### src/rtl/core/lss_pkg.sv
// shared constants, types and state codes for the least-squares slope core
package lss_pkg;

    localparam int MAX_POINTS  = 1024;
    localparam int SAMPLE_BITS = 16;

    localparam int CNT_W  = $clog2(MAX_POINTS + 1);
    localparam int LOG_N  = $clog2(MAX_POINTS);
    localparam int SX_W   = SAMPLE_BITS + LOG_N;
    localparam int SXY_W  = 2 * SAMPLE_BITS + LOG_N;
    localparam int SXX_W  = 2 * SAMPLE_BITS - 1 + LOG_N;
    localparam int NXY_W  = CNT_W + 1 + SXY_W;
    localparam int SQ_W   = 2 * SX_W;
    localparam int NXX_W  = CNT_W + SXX_W;
    localparam int NUM_W  = NXY_W + 1;
    localparam int DEN_W  = NXX_W + 1;

    localparam int FRAC_BITS = 16;
    localparam int Q_W       = 33;
    localparam int DIV_STEPS = Q_W;
    localparam int STEP_W    = $clog2(DIV_STEPS);
    localparam int OUT_W     = 32;

    typedef enum logic [2:0] {
        ST_IDLE,
        ST_MUL,
        ST_SUB,
        ST_CHK,
        ST_DIV,
        ST_DONE
    } state_t;

    typedef struct packed {
        logic acc;
        logic mul;
        logic sub;
        logic chk;
        logic div_step;
        logic finish;
    } cmd_t;

    typedef struct packed {
        logic skip_div;
    } status_t;

endpackage

### src/rtl/core/lss_ctrl.sv
// sequencer for the least-squares slope core
module lss_ctrl (
    input  logic             clk,
    input  logic             rst_n,
    input  logic             start,
    input  logic             last_pair,
    input  lss_pkg::status_t status,
    output logic             busy,
    output lss_pkg::cmd_t    cmd
);

    lss_pkg::state_t               state_reg;
    lss_pkg::state_t               state_next;
    logic [lss_pkg::STEP_W-1:0]    step_reg;
    logic [lss_pkg::STEP_W-1:0]    step_next;

    always_ff @(posedge clk or negedge rst_n)
    begin
        if (!rst_n)
        begin
            state_reg <= lss_pkg::ST_IDLE;
            step_reg  <= '0;
        end
        else
        begin
            state_reg <= state_next;
            step_reg  <= step_next;
        end
    end

    always_comb
    begin
        state_next = state_reg;
        step_next  = step_reg;
        cmd        = '0;
        busy       = 1'b1;
        case (state_reg)
            lss_pkg::ST_IDLE:
            begin
                busy    = 1'b0;
                cmd.acc = start;
                if (start && last_pair)
                begin
                    state_next = lss_pkg::ST_MUL;
                end
            end
            lss_pkg::ST_MUL:
            begin
                cmd.mul    = 1'b1;
                state_next = lss_pkg::ST_SUB;
            end
            lss_pkg::ST_SUB:
            begin
                cmd.sub    = 1'b1;
                state_next = lss_pkg::ST_CHK;
            end
            lss_pkg::ST_CHK:
            begin
                cmd.chk   = 1'b1;
                step_next = '0;
                if (status.skip_div)
                begin
                    state_next = lss_pkg::ST_DONE;
                end
                else
                begin
                    state_next = lss_pkg::ST_DIV;
                end
            end
            lss_pkg::ST_DIV:
            begin
                cmd.div_step = 1'b1;
                step_next    = step_reg + 1'b1;
                if (step_reg == lss_pkg::STEP_W'(lss_pkg::DIV_STEPS - 1))
                begin
                    state_next = lss_pkg::ST_DONE;
                end
            end
            lss_pkg::ST_DONE:
            begin
                cmd.finish = 1'b1;
                state_next = lss_pkg::ST_IDLE;
            end
            default:
            begin
                state_next = lss_pkg::ST_IDLE;
            end
        endcase
    end

    // divider never runs past its last quotient bit
    a_step_range: assert property (@(posedge clk) disable iff (!rst_n)
        state_reg == lss_pkg::ST_DIV |-> step_reg < lss_pkg::STEP_W'(lss_pkg::DIV_STEPS))
        else $error("divider step count out of range");

    // a last pair always launches the solve sequence
    a_last_launch: assert property (@(posedge clk) disable iff (!rst_n)
        start && !busy && last_pair |=> state_reg == lss_pkg::ST_MUL)
        else $error("last pair did not start the solve");

    // a finished set returns to idle right after the result is loaded
    a_done_idle: assert property (@(posedge clk) disable iff (!rst_n)
        state_reg == lss_pkg::ST_DONE |=> state_reg == lss_pkg::ST_IDLE)
        else $error("sequencer stuck after finish");

endmodule

### config.mk
export PLATFORM = sky130hd
export DESIGN_NAME = lss_ctrl
export DESIGN_NICKNAME = d
export VERILOG_FILES = /design/src/rtl/core/lss_pkg.sv /design/src/rtl/core/lss_ctrl.sv
export SDC_FILE = /design/constraint.sdc
export NUM_CORES = 1
export LEC_CHECK = 0
export BUFFER_PORTS_ARGS = -buffer_cell sky130_fd_sc_hd__buf_2
export CAP_MARGIN = 5
export CORE_AREA = 2 2 39 41
export CTS_BUF_LIST = sky130_fd_sc_hd__clkbuf_8
export DETAILED_ROUTE_END_ITERATION = 12
export DIE_AREA = 0 0 41 43
export GPL_TIMING_DRIVEN = 0
export PLACE_DENSITY = 0.61
export SLEW_MARGIN = 20
export SYNTH_ARGS = -nofsm -noshare
export SYNTH_HDL_FRONTEND = slang
export SYNTH_SLANG_ARGS = --single-unit
### constraint.sdc
create_clock -name clk -period 1.2 [get_ports clk]
set_input_delay 0.18 -clock clk [delete_from_list [all_inputs] [get_ports clk]]
set_output_delay 0.18 -clock clk [all_outputs]
set_load 0.1 [all_outputs]
# --- Word level (Yosys, flattened, before mapping) ---
# Cells that the tools add are included.
# Widths: inputs -> output; s select.
word_totals:
  ram_bits: 0
  rom_bits: 0
  word_cells: 27
  inputBits: 5
  register_bits: 9
  memories: 0
  latch_bits: 0
  output_inout_bits: 7
classes:
  shift: 0
  addsub: 1
  n_mul: 0
  n_mux: 12
  n_reduce_logical: 4
  n_eq_ne: 8
  div_mod_pow: 0
  order_cmp: 0
  n_bitwise: 0
op_table:
  columns: ["op", "count"]
  rows:
  - ["$pmux 3 s5", 1]
  - ["$pmux 6 s2", 1]
  - ["$mux 1", 8]
  - ["$add 6x1->6 const B", 1]
  - ["$eq 3x2->1 const B", 2]
  - ["$eq 3x3->1 const B", 2]
  - ["$eq 6x6->1 const B", 1]
  - ["$mux 3", 2]
  - ["$ne 2x2->1 const B", 2]
  - ["$eq 3x1->1 const B", 1]
  - ["$logic_not 3->1", 1]
  - ["$reduce_and 2->1", 1]
  - ["$reduce_bool 2->1", 1]
  - ["$logic_and 1x1->1", 1]

# --- Logic depth before layout (Yosys ltp) ---
# Gate-level depths: netlist of run 1.
depth:
  ltp_word: 3
  mapped_depth: 5
  ltp_nobuf: 4

# --- Worst setup path before layout of run 1 ---
# No wires, ideal clock.
synth_timing:
  path_type: "register -> output"
  from: "register state_reg[1]"
  to: "output cmd[4] (netlist bit)"
  n_path_buf: 1
  path_stages_with_launch: 3
  t_arrival_ns: 2.695
  setup_slack_ns: -1.675
  required_time_ns: 1.020
  path_cell_list: "dfrtp_1 buf_2 nor3b_1"
synth_rtl:
  columns: ["item", "line_no", "text"]
  rows:
  - ["start, declared", "lss_ctrl.sv:12", "lss_pkg::state_t state_reg;"]
  - ["start signal, assigned", "lss_ctrl.sv:21", "state_reg <= lss_pkg::ST_IDLE;"]
  - ["start signal, assigned", "lss_ctrl.sv:26", "state_reg <= state_next;"]
  - ["end, declared", "lss_ctrl.sv:9", "output lss_pkg::cmd_t cmd"]

==> qor.csv, run 1 <==
stage,metric,value,unit
place,port bufs,11,
place,GPL Wtd Cong,0.702,
status,status,finished with violations,
pwr,Max VDD drop,1170,uV
detailed_routing,met3 wire length,38,um
sta,Max Freq,0.643,GHz
worst_setup_path,Worst Path Arrival,1.37,ns
sta,final hold vios,0,
worst_setup_path,critical path peak fanout,6,
sta,count of final max-slew check failures,0,
sta,slack of the critical path,-0.355,ns
global_route,initial antenna violation count,0,
floorplan,core area,1380,um2
detailed_routing,Initial DRT Pass Iterations,4,
clock_network,Worst-Skew Late Latency,0.23,ns
worst_setup_path,worst path bufs/invs,1,
worst_setup_path,critical path class,flop to output pin,
floorplan,io pins,12,
sta,final period demand of the worst path,1.55,ns
sta,TNS Setup,-3.31,ns
floorplan,Site Rows,14,
pwr,overall power,2.69,mW
sta,final-report setup violation count,15,
clock_network,clock-pin transition on the worst setup and hold timing paths,0.05,ns
detailed_routing,number of DRC markers in iteration 0,9,
worst_setup_path,Crit. Startpoint,state_reg[1]$_DFFE_PN0P_,
clock_network,CTS tree,built,
detailed_routing,Max Used Layer,met4,
status,violations in the final reports,negative setup slack,
detailed_routing,WL/cell,12.5,um
finish,Ant. Diodes,0,
worst_hold_path,Hold WC Path Type,input port to asynchronous set/reset pin,
worst_setup_path,Crit path largest cell delay,0.43,ns
finish,post-layout util,67.5,%
detailed_routing,Post-Route WL,1200,um
place,"worst slack, placed",-0.436,ns
worst_setup_path,slowest stage cell on the critical path,dfrtp_2,
place,final HPWL from detailed placement,671,um
clock_network,CTS buffer count,3,
run,MaxCap Viol Count,0,
finish,area grow syn2layout,93.0,%
sta,final worst-path cycle share,130,%
clock_network,Sink Count,9,
floorplan,Die ar.,1760,um2
synthesis,Post-Syn Nets,56,
global_route,first-pass GRT wire length,1790,um
global_route,grt ovf,0,
worst_setup_path,crit-path leading delay family,simple AND/OR/NAND/NOR gates,
pwr,PD cells,2880,nW/um2
sta,relative slew slack,82.2,%
sta,skew final,0.00395,ns
finish,Final #Nets,88,
floorplan,chip width,41,um
detailed_routing,post-route ant nets,0,
detailed_routing,met2 WL post-DR,699,um
worst_setup_path,nature of the critical path endpoint,output pin,
detailed_routing,post-DR vias/cell,5.06,
synthesis,Synth Area per Inst,9.88,um2
clock_network,Max Root-Sink Buffers,2,
global_route,number of global-route vias before repair,441,
worst_setup_path,R2R Path Start,state_reg[0]$_DFFE_PN0P_,
clock_network,Root Buffer,clkbuf_8,
worst_setup_path,Critical Path Source Type,flop,
synthesis,sequential fraction of the synthesis area,46.5,%
synthesis,Syn Inst Count,49,
sta,worst-margin pin slew,0.264,ns
synthesis,post-synth cell types,23,
worst_setup_path,crit-path cells,or3_4 -> nor2_4 -> buf_12,
detailed_routing,routed vias,486,
global_route,Overall Global Routing Usage,15.1,%
clock_network,htree depth,1,
floorplan,Die Ht,43,um
sta,RSZ-0062 raised after global routing,yes,
finish,share of cells above drive strength 1,56.3,%
pwr,leakage,0.469,nW
synthesis,Synth Cell Area,484,um2
synthesis,Yosys warnings,0,
detailed_routing,drt drc,0,
worst_setup_path,worst endpoint required time,1.02,ns
detailed_routing,M1 wire length,439,um
synthesis,#FFs+latches synth,9,
finish,max FFs per register,6,
global_route,pin count of the biggest net entering global routing,10,
floorplan,Starting Density,35.0,%
[cell usage after synthesis]
library cell / n / share of area, %
a211oi_1: 1 / 1.6
a21o_1: 1 / 1.6
a21oi_1: 1 / 1.0
a22o_1: 1 / 1.8
and3_1: 1 / 1.3
and3b_1: 1 / 1.8
buf_2: 1 / 1.0
clkinv_1: 1 / 0.77
clkinv_2: 1 / 1.0
dfrtp_1: 9 / 47
ha_1: 2 / 5.2
inv_1: 3 / 2.3
mux2i_1: 4 / 8.3
nand2_1: 7 / 5.4
nand3b_1: 1 / 1.6
nand4_1: 3 / 3.9
nor2_1: 3 / 2.3
nor3b_1: 2 / 3.1
nor4bb_1: 1 / 2.1
o21ai_1: 2 / 2.1
or3_1: 1 / 1.3
or3b_4: 1 / 2.3
xnor2_1: 1 / 1.8
[cell families after synthesis]
| family | after synthesis | synth area share, % |
|---|---|---|
| AO/OA/AOI/OAI | 6 | 8.01 |
| XOR/XNOR | 1 | 1.81 |
| adder cells (fa/ha/maj) | 2 | 5.17 |
| buffers and inverters | 6 | 5.17 |
| flip-flops | 9 | 46.5 |
| multiplexers | 4 | 8.27 |
| AND/OR/NAND/NOR | 21 | 25.1 |
[where the power goes]
group	leakage, nW	total [mW]	internal (mW)	switching (mW)
combinational	0.325	1.88	0.821	1.06
clock	0.0269	0.335	0.222	0.113
sequential	0.116	0.475	0.385	0.0902
total	0.469	2.69	1.43	1.26
[area by class of cell]
| cell class | instances | area [um2] |
|---|---|---|
| clock buffers | 3 | 41.3 |
| clock inverters | 1 | 3.75 |
| fillers | 108 | 449 |
| inverters | 5 | 36.3 |
| multi-input cells | 34 | 293 |
| flip-flops and latches | 9 | 229 |
| well taps | 16 | 20.0 |
| repair buffers | 28 | 312 |
[metal layers]
layer / up-vias / GRT usage, %
met3: 4 / 3.66
met2: 11 / 24.7
met1: 237 / 16.6
met4: 0 / 8.67
li1: 234 / -
met5: - / 0
[final timing paths]
path                                       endpoint  slack [ns]  cells after the start
max                                          cmd[5]       -0.35                      3
max reg2reg                 step_reg[2]$_DFFE_PN0P_       -0.23                      4
min reg2reg                 step_reg[5]$_DFFE_PN0P_        0.48                      1
max in group asynchronous  state_reg[2]$_DFFE_PN0P_        0.68                      2
min in group clk           state_reg[0]$_DFFE_PN0P_        0.36                      4
min                         step_reg[3]$_DFFE_PN0P_        0.33                      2
[through the flow]
stage / cells / area, um2 / hold WS [ns]
global route: 96 / 935 / 0.353
global placement: 76 / 619 / 0.0443
CTS: 91 / 860 / 0.339
floorplan: 49 / 544 / -0.116
detailed placement: 76 / 619 / 0.0428
finish: 96 / 935 / 0.325
[what timing repair did]
action                                  4_1_cts  5_1_grt
gates resized for setup                      31       12
setup buffers                                11        8
pin swaps                                     7        8
endpoints found under the setup margin       15       15
hold endpoints to repair                      9        0
hold buffers                                  1        0
[cells in the final DEF, fill, tap and decap left out, types with 2 or more instances in the layout]
| cell type | Yosys | final |
|---|---|---|
| buf_6 | 0 | 9 |
| buf_4 | 0 | 8 |
| nand2_1 | 7 | 6 |
| buf_12 | 0 | 6 |
| dfrtp_1 | 9 | 6 |
| inv_1 | 3 | 4 |
| mux2i_1 | 4 | 4 |
| buf_2 | 1 | 4 |
| nand4_1 | 3 | 3 |
| clkbuf_8 | 0 | 3 |
| dfrtp_2 | 0 | 3 |
| nor3b_4 | 0 | 2 |
| nor2_4 | 0 | 2 |
| o21ai_2 | 0 | 2 |
| ha_1 | 2 | 2 |
Power figures use the tool's default switching activity.
==> run 2: changes to the inputs <==
--- a/config.mk
+++ b/config.mk
@@ -10,4 +10,5 @@
 export CORE_AREA = 2 2 39 41
 export CTS_BUF_LIST = sky130_fd_sc_hd__clkbuf_8
+export CTS_CLUSTER_SIZE = 20
 export DETAILED_ROUTE_END_ITERATION = 12
 export DIE_AREA = 0 0 41 43
==> constraint.sdc (replaced) <==
create_clock -name clk -period 1.2 [get_ports clk]
set_input_delay 0.18 -clock clk [delete_from_list [all_inputs] [get_ports clk]]
set_output_delay 0.18 -clock clk [all_outputs]
set_load 0.02 [all_outputs]
==> run 2 against run 1 <==
Against the previous run:
- the run still ends with negative setup slack left
- routed wire length decreased by 12%
- sequential cell count unchanged
- power fell by 38%
- cell count decreased by 7.3%
- via count shrank 11%
- largest cell class is now multi-input combinational cells
==> qor.csv, run 2 (synthesized netlist as in run 1, its figures left out) <==
stage,metric,value,unit,change
detailed_routing,number of DRC markers in iteration 0,1,,-8
clock_network,Sink Count,9,,unchanged
global_route,number of global-route vias before repair,397,,-10%
sta,count of final max-slew check failures,0,,unchanged
finish,Ant. Diodes,0,,unchanged
detailed_routing,WL/cell,11.9,um,-4.6%
place,port bufs,11,,unchanged
worst_setup_path,worst reg2reg path depth,5,,+1
worst_setup_path,slowest stage cell on the critical path,or3b_4,,
detailed_routing,Initial DRT Pass Iterations,2,,-2
global_route,grt ovf,0,,unchanged
worst_setup_path,Crit path largest cell delay,0.43,ns,about the same
clock_network,clock-pin transition on the worst setup and hold timing paths,0.05,ns,about the same
floorplan,chip width,41,um,unchanged
worst_setup_path,RR Endpoint,step_reg[5]$_DFFE_PN0P_,,
worst_setup_path,worst path bufs/invs,2,,+1
detailed_routing,Post-Route WL,1060,um,-12%
finish,"commonest non-fill, non-tap cell in the layout",buf_4,,
finish,Finished Cell Area,758,um2,-19%
worst_hold_path,Hold WC Path Type,input port to asynchronous set/reset pin,,
sta,skew final,0.00397,ns,+0.0000192 ns
detailed_routing,drt drc,0,,unchanged
finish,"commonest cells after routing, fill and taps aside","buf_4, dfrtp_1, nand2_1",,
clock_network,Worst-Skew Late Latency,0.23,ns,about the same
global_route,initial antenna violation count,0,,unchanged
worst_setup_path,crit-path cells,or3b_4 -> clkinv_4 -> buf_6,,
worst_setup_path,worst endpoint required time,1.02,ns,about the same
sta,Max Freq,0.694,GHz,+7.9%
pwr,Max VDD drop,1160,uV,-0.42%
sta,worst-margin pin slew,0.270,ns,+0.00578 ns
pwr,PD cells,2210,nW/um2,-23%
clock_network,CTS buffer count,3,,unchanged
worst_setup_path,r2r setup slk,-0.19,ns,+0.04 ns
worst_setup_path,Worst Path Arrival,1.26,ns,-0.11 ns
worst_setup_path,Critical Path Source Type,flop,,
sta,RSZ-0062 raised after global routing,yes,,
place,placed cell areas,572,um2,-7.7%
detailed_routing,routed vias,432,,-11%
floorplan,Site Rows,14,,unchanged
worst_setup_path,crit-path leading delay family,simple AND/OR/NAND/NOR gates,,
finish,max FFs per register,6,,unchanged
pwr,leakage,0.405,nW,-14%
worst_setup_path,nature of the critical path endpoint,output pin,,
global_route,first-pass GRT wire length,1660,um,-7.0%
status,violations in the final reports,negative setup slack,,
place,GPL Wtd Cong,0.734,,+4.6%
finish,area grow syn2layout,56.6,%,
run,MaxCap Viol Count,0,,unchanged
sta,final-report setup violation count,14,,-1
sta,final hold vios,0,,unchanged
clock_network,Max Root-Sink Buffers,2,,unchanged
status,status,finished with violations,,
worst_setup_path,R2R Path Start,state_reg[0]$_DFFE_PN0P_,,
global_route,Overall Global Routing Usage,14.3,%,-0.80 points
floorplan,Die ar.,1760,um2,unchanged
worst_setup_path,critical path class,flop to output pin,,
floorplan,io pins,12,,unchanged
detailed_routing,post-route ant nets,0,,unchanged
sta,final worst-path cycle share,120,%,-9.5 points
worst_setup_path,critical path peak fanout,4,,-2
sta,relative slew slack,81.8,%,-0.39 points
finish,share of cells above drive strength 1,47.9,%,-8.3 points
sta,final period demand of the worst path,1.44,ns,-0.114 ns
clock_network,htree depth,1,,unchanged
detailed_routing,post-DR vias/cell,4.85,,-4.1%
pwr,overall power,1.68,mW,-38%
sta,slack of the critical path,-0.241,ns,+0.114 ns
floorplan,core area,1380,um2,unchanged
floorplan,Die Ht,43,um,unchanged
finish,Final #Nets,81,,-8.0%
floorplan,Starting Density,35.0,%,unchanged
clock_network,CTS tree,built,,
global_route,pin count of the biggest net entering global routing,10,,unchanged
clock_network,Root Buffer,clkbuf_8,,
place,final HPWL from detailed placement,681,um,+1.4%
run 2: final cells by class:
cell class                 count  area (um2)
sequential                     9         228
clock buffer                   3        41.3
inverter                       5        23.8
tap                           16        20.0
clock inverter                 1        3.75
timing repair buffer          21         166
multi-input combinational     34         275
fill                         124         626
run 2: how the worst max path moves through the flow:
stage	from	endpoint	slack [ns]	cells past startpoint
after floorplan	state_reg[1]$_DFFE_PN0P_	step_reg[3]$_DFFE_PN0P_	-0.13	5
after global placement	state_reg[0]$_DFFE_PN0P_	step_reg[3]$_DFFE_PN0P_	-0.16	4
after detailed placement	state_reg[0]$_DFFE_PN0P_	step_reg[3]$_DFFE_PN0P_	-0.18	4
after CTS	state_reg[1]$_DFFE_PN0P_	cmd[1]	-0.29	4
after global routing	state_reg[0]$_DFFE_PN0P_	cmd[5]	-0.28	3
final	state_reg[0]$_DFFE_PN0P_	cmd[1]	-0.24	3
run 2: where the power goes:
group | internal [mW] | total, mW | switching (mW)
combinational | 0.457 | 0.872 | 0.416
sequential | 0.381 | 0.468 | 0.0866
clock | 0.222 | 0.336 | 0.114
run 2: what timing repair did:
item / 4_1_cts / 5_1_grt
gates resized for setup: 9 / 14
pin swaps: 2 / 5
setup endpoints to repair: 14 / 15
hold endpoints to repair: 9 / 0
setup buffers: 6 / 3
hold buffers: 1 / 0
run 2: through the flow:
stage / hold WS [ns] / std cells / util, % / setup TNS [ns] / setup WS (ns)
after CTS: 0.338 / 87 / 50.1 / -2.71 / -0.289
after global placement: 0.0439 / 76 / 41.3 / -0.799 / -0.156
final: 0.343 / 89 / 54.8 / -1.93 / -0.241
after detailed placement: 0.0466 / 76 / 41.3 / -0.920 / -0.180
after global routing: 0.355 / 89 / 54.8 / -2.58 / -0.278
after floorplan: -0.116 / 49 / - / -0.621 / -0.134
run 2: layer usage:
metal / track usage, % / part of all wire [%]
met5: 0 / 0
met4: 8.67 / 2.0
met3: 5.24 / 5.2
met2: 21.3 / 50
met1: 16.6 / 43
==> run 3: changes to the inputs <==
BUFFER_PORTS_ARGS = -buffer_cell sky130_fd_sc_hd__clkbuf_2   (was -buffer_cell sky130_fd_sc_hd__buf_2)
==> run 3 against run 2 <==
Against the previous run:
- the run still ends with negative setup slack left
- register-to-register slack worse by 0.02 ns
- sequential power up 1%
- maximum frequency decreased by 2.3%
- first-iteration DRC count decreased by 100%
- critical endpoint is now cmd[5]
==> qor.csv, run 3 (synthesized netlist as in run 1, its figures left out) <==
stage,metric,value,unit,change
status,status,finished with violations,,
status,violations in the final reports,negative setup slack,,
sta,Max Freq,0.678,GHz,-2.3%
detailed_routing,WL/cell,12.2,um,+2.7%
sta,final-report setup violation count,14,,unchanged
worst_setup_path,Critical Path Source Type,flop,,
pwr,PD cells,2210,nW/um2,about the same
sta,count of final max-slew check failures,0,,unchanged
floorplan,Die ar.,1760,um2,unchanged
global_route,grt ovf,0,,unchanged
detailed_routing,Post-Route WL,1130,um,+6.1%
floorplan,core area,1380,um2,unchanged
finish,max FFs per register,6,,unchanged
floorplan,Die Ht,43,um,unchanged
place,final HPWL from detailed placement,641,um,-5.9%
detailed_routing,drt drc,0,,unchanged
worst_setup_path,worst endpoint required time,1.02,ns,about the same
global_route,first-pass GRT wire length,1560,um,-6.2%
sta,final hold vios,0,,unchanged
floorplan,chip width,41,um,unchanged
finish,"commonest non-fill, non-tap cell in the layout",buf_4,,
sta,final period demand of the worst path,1.47,ns,+0.0334 ns
detailed_routing,post-DR vias/cell,4.93,,+1.7%
finish,share of cells above drive strength 1,50.0,%,+2.1 points
floorplan,io pins,12,,unchanged
worst_setup_path,R2R Path Start,state_reg[0]$_DFFE_PN0P_,,
sta,slack of the critical path,-0.275,ns,-0.0334 ns
clock_network,Sink Count,9,,unchanged
place,port bufs,11,,unchanged
detailed_routing,routed vias,454,,+5.1%
global_route,number of global-route vias before repair,365,,-8.1%
clock_network,CTS buffer count,3,,unchanged
worst_setup_path,nature of the critical path endpoint,output pin,,
run,MaxCap Viol Count,0,,unchanged
sta,Hold WS,0.323,ns,-0.0206 ns
place,"worst slack, placed",-0.178,ns,+0.00216 ns
place,GPL Wtd Cong,0.735,,about the same
finish,Ant. Diodes,0,,unchanged
sta,worst-margin pin slew,0.275,ns,+0.00484 ns
sta,RSZ-0062 raised after global routing,yes,,
clock_network,CTS tree,built,,
clock_network,htree depth,1,,unchanged
floorplan,Starting Density,35.0,%,unchanged
finish,area grow syn2layout,65.9,%,
floorplan,Site Rows,14,,unchanged
sta,relative slew slack,81.4,%,-0.33 points
finish,# fillers,127,,+2.4%
clock_network,clock-pin transition on the worst setup and hold timing paths,0.04,ns,about the same
pwr,Max VDD drop,918,uV,-21%
worst_setup_path,critical path class,flop to output pin,,
global_route,initial antenna violation count,0,,unchanged
worst_hold_path,Hold WC Path Type,input port to flop,,
global_route,pin count of the biggest net entering global routing,10,,unchanged
worst_setup_path,critical path peak fanout,7,,+3
clock_network,Worst-Skew Late Latency,0.23,ns,about the same
clock_network,Max Root-Sink Buffers,2,,unchanged
sta,final worst-path cycle share,123,%,+2.8 points
worst_hold_path,hold_sp,status,,
finish,"commonest cells after routing, fill and taps aside","buf_4, dfrtp_1, nand2_1, buf_6",,
worst_setup_path,Crit. Startpoint,state_reg[2]$_DFFE_PN0P_,,
detailed_routing,post-route ant nets,0,,unchanged
finish,Final #Nets,84,,+3.7%
detailed_routing,number of DRC markers in iteration 0,0,,-1
sta,skew final,0.00127,ns,-0.00270 ns
clock_network,Root Buffer,clkbuf_8,,
global_route,Overall Global Routing Usage,13.1,%,-1.2 points
worst_setup_path,Worst Path Arrival,1.29,ns,+0.03 ns
pwr,leakage,0.428,nW,+5.6%
detailed_routing,Initial DRT Pass Iterations,1,,-1
[run 3: area by class of cell]
type	count	area [um2]	share of cell area, %
clock buffers	3	41.3	5.14
clock inverters	1	3.75	0.467
inverters	5	23.8	2.96
multi-input cells	34	269	33.5
flip-flops and latches	9	228	28.3
well taps	16	20.0	2.49
repair buffers	24	218	27.1
[run 3: worst max-delay path: stages, from the launching register on]
cell and delay [ns]:
dfrtp_2 0.44, or3_4 0.41, nor2_4 0.10, buf_8 0.11
[run 3: worst paths after layout]
check                                      endpoint  slack (ns)  cells after the start
setup / recovery                             cmd[5]       -0.27                      3
hold / removal             state_reg[0]$_DFFE_PN0P_        0.32                      4
setup reg to reg            step_reg[5]$_DFFE_PN0P_       -0.21                      5
hold reg to reg             step_reg[5]$_DFFE_PN0P_        0.47                      1
max in group asynchronous  state_reg[0]$_DFFE_PN0P_        0.65                      2
min in group asynchronous   step_reg[4]$_DFFE_PN0P_        0.34                      2
[run 3: timing repair]
item,CTS,global route
hold buffers,1,0
endpoints found under the hold margin,9,0
buffers inserted,4,8
endpoints found under the setup margin,14,15
pin swaps,3,5
resized for setup,15,16
[run 3: metal layers]
metal	GRT usage [%]	part of all wire, %	vias to the layer above
met4	6.00	1.2	0
li1	-	-	225
met1	17.3	44	214
met5	0	0	-
met3	3.14	6.0	2
met2	19.4	49	13
[run 3: metrics by stage]
step | std cells | util, % | TNS [ns] | cell area, um2 | total power [mW]
4_1_cts | 85 | 51.6 | -2.81 | 714 | 1.56
5_1_grt | 92 | 58.0 | -3.00 | 803 | 1.90
2_1_floorplan | 49 | - | -0.621 | 497 | 0.886
3_5_place_dp | 76 | 41.3 | -0.941 | 572 | 1.04
6_report | 92 | 58.0 | -2.38 | 803 | 1.78
3_3_place_gp | 76 | 41.3 | -0.823 | 572 | 1.04
[run 3: where the power goes]
part           leakage (nW)  internal, mW  switching [mW]
Sequential            0.118         0.382          0.0931
Clock                0.0269         0.223           0.122
Combinational         0.283         0.531           0.427
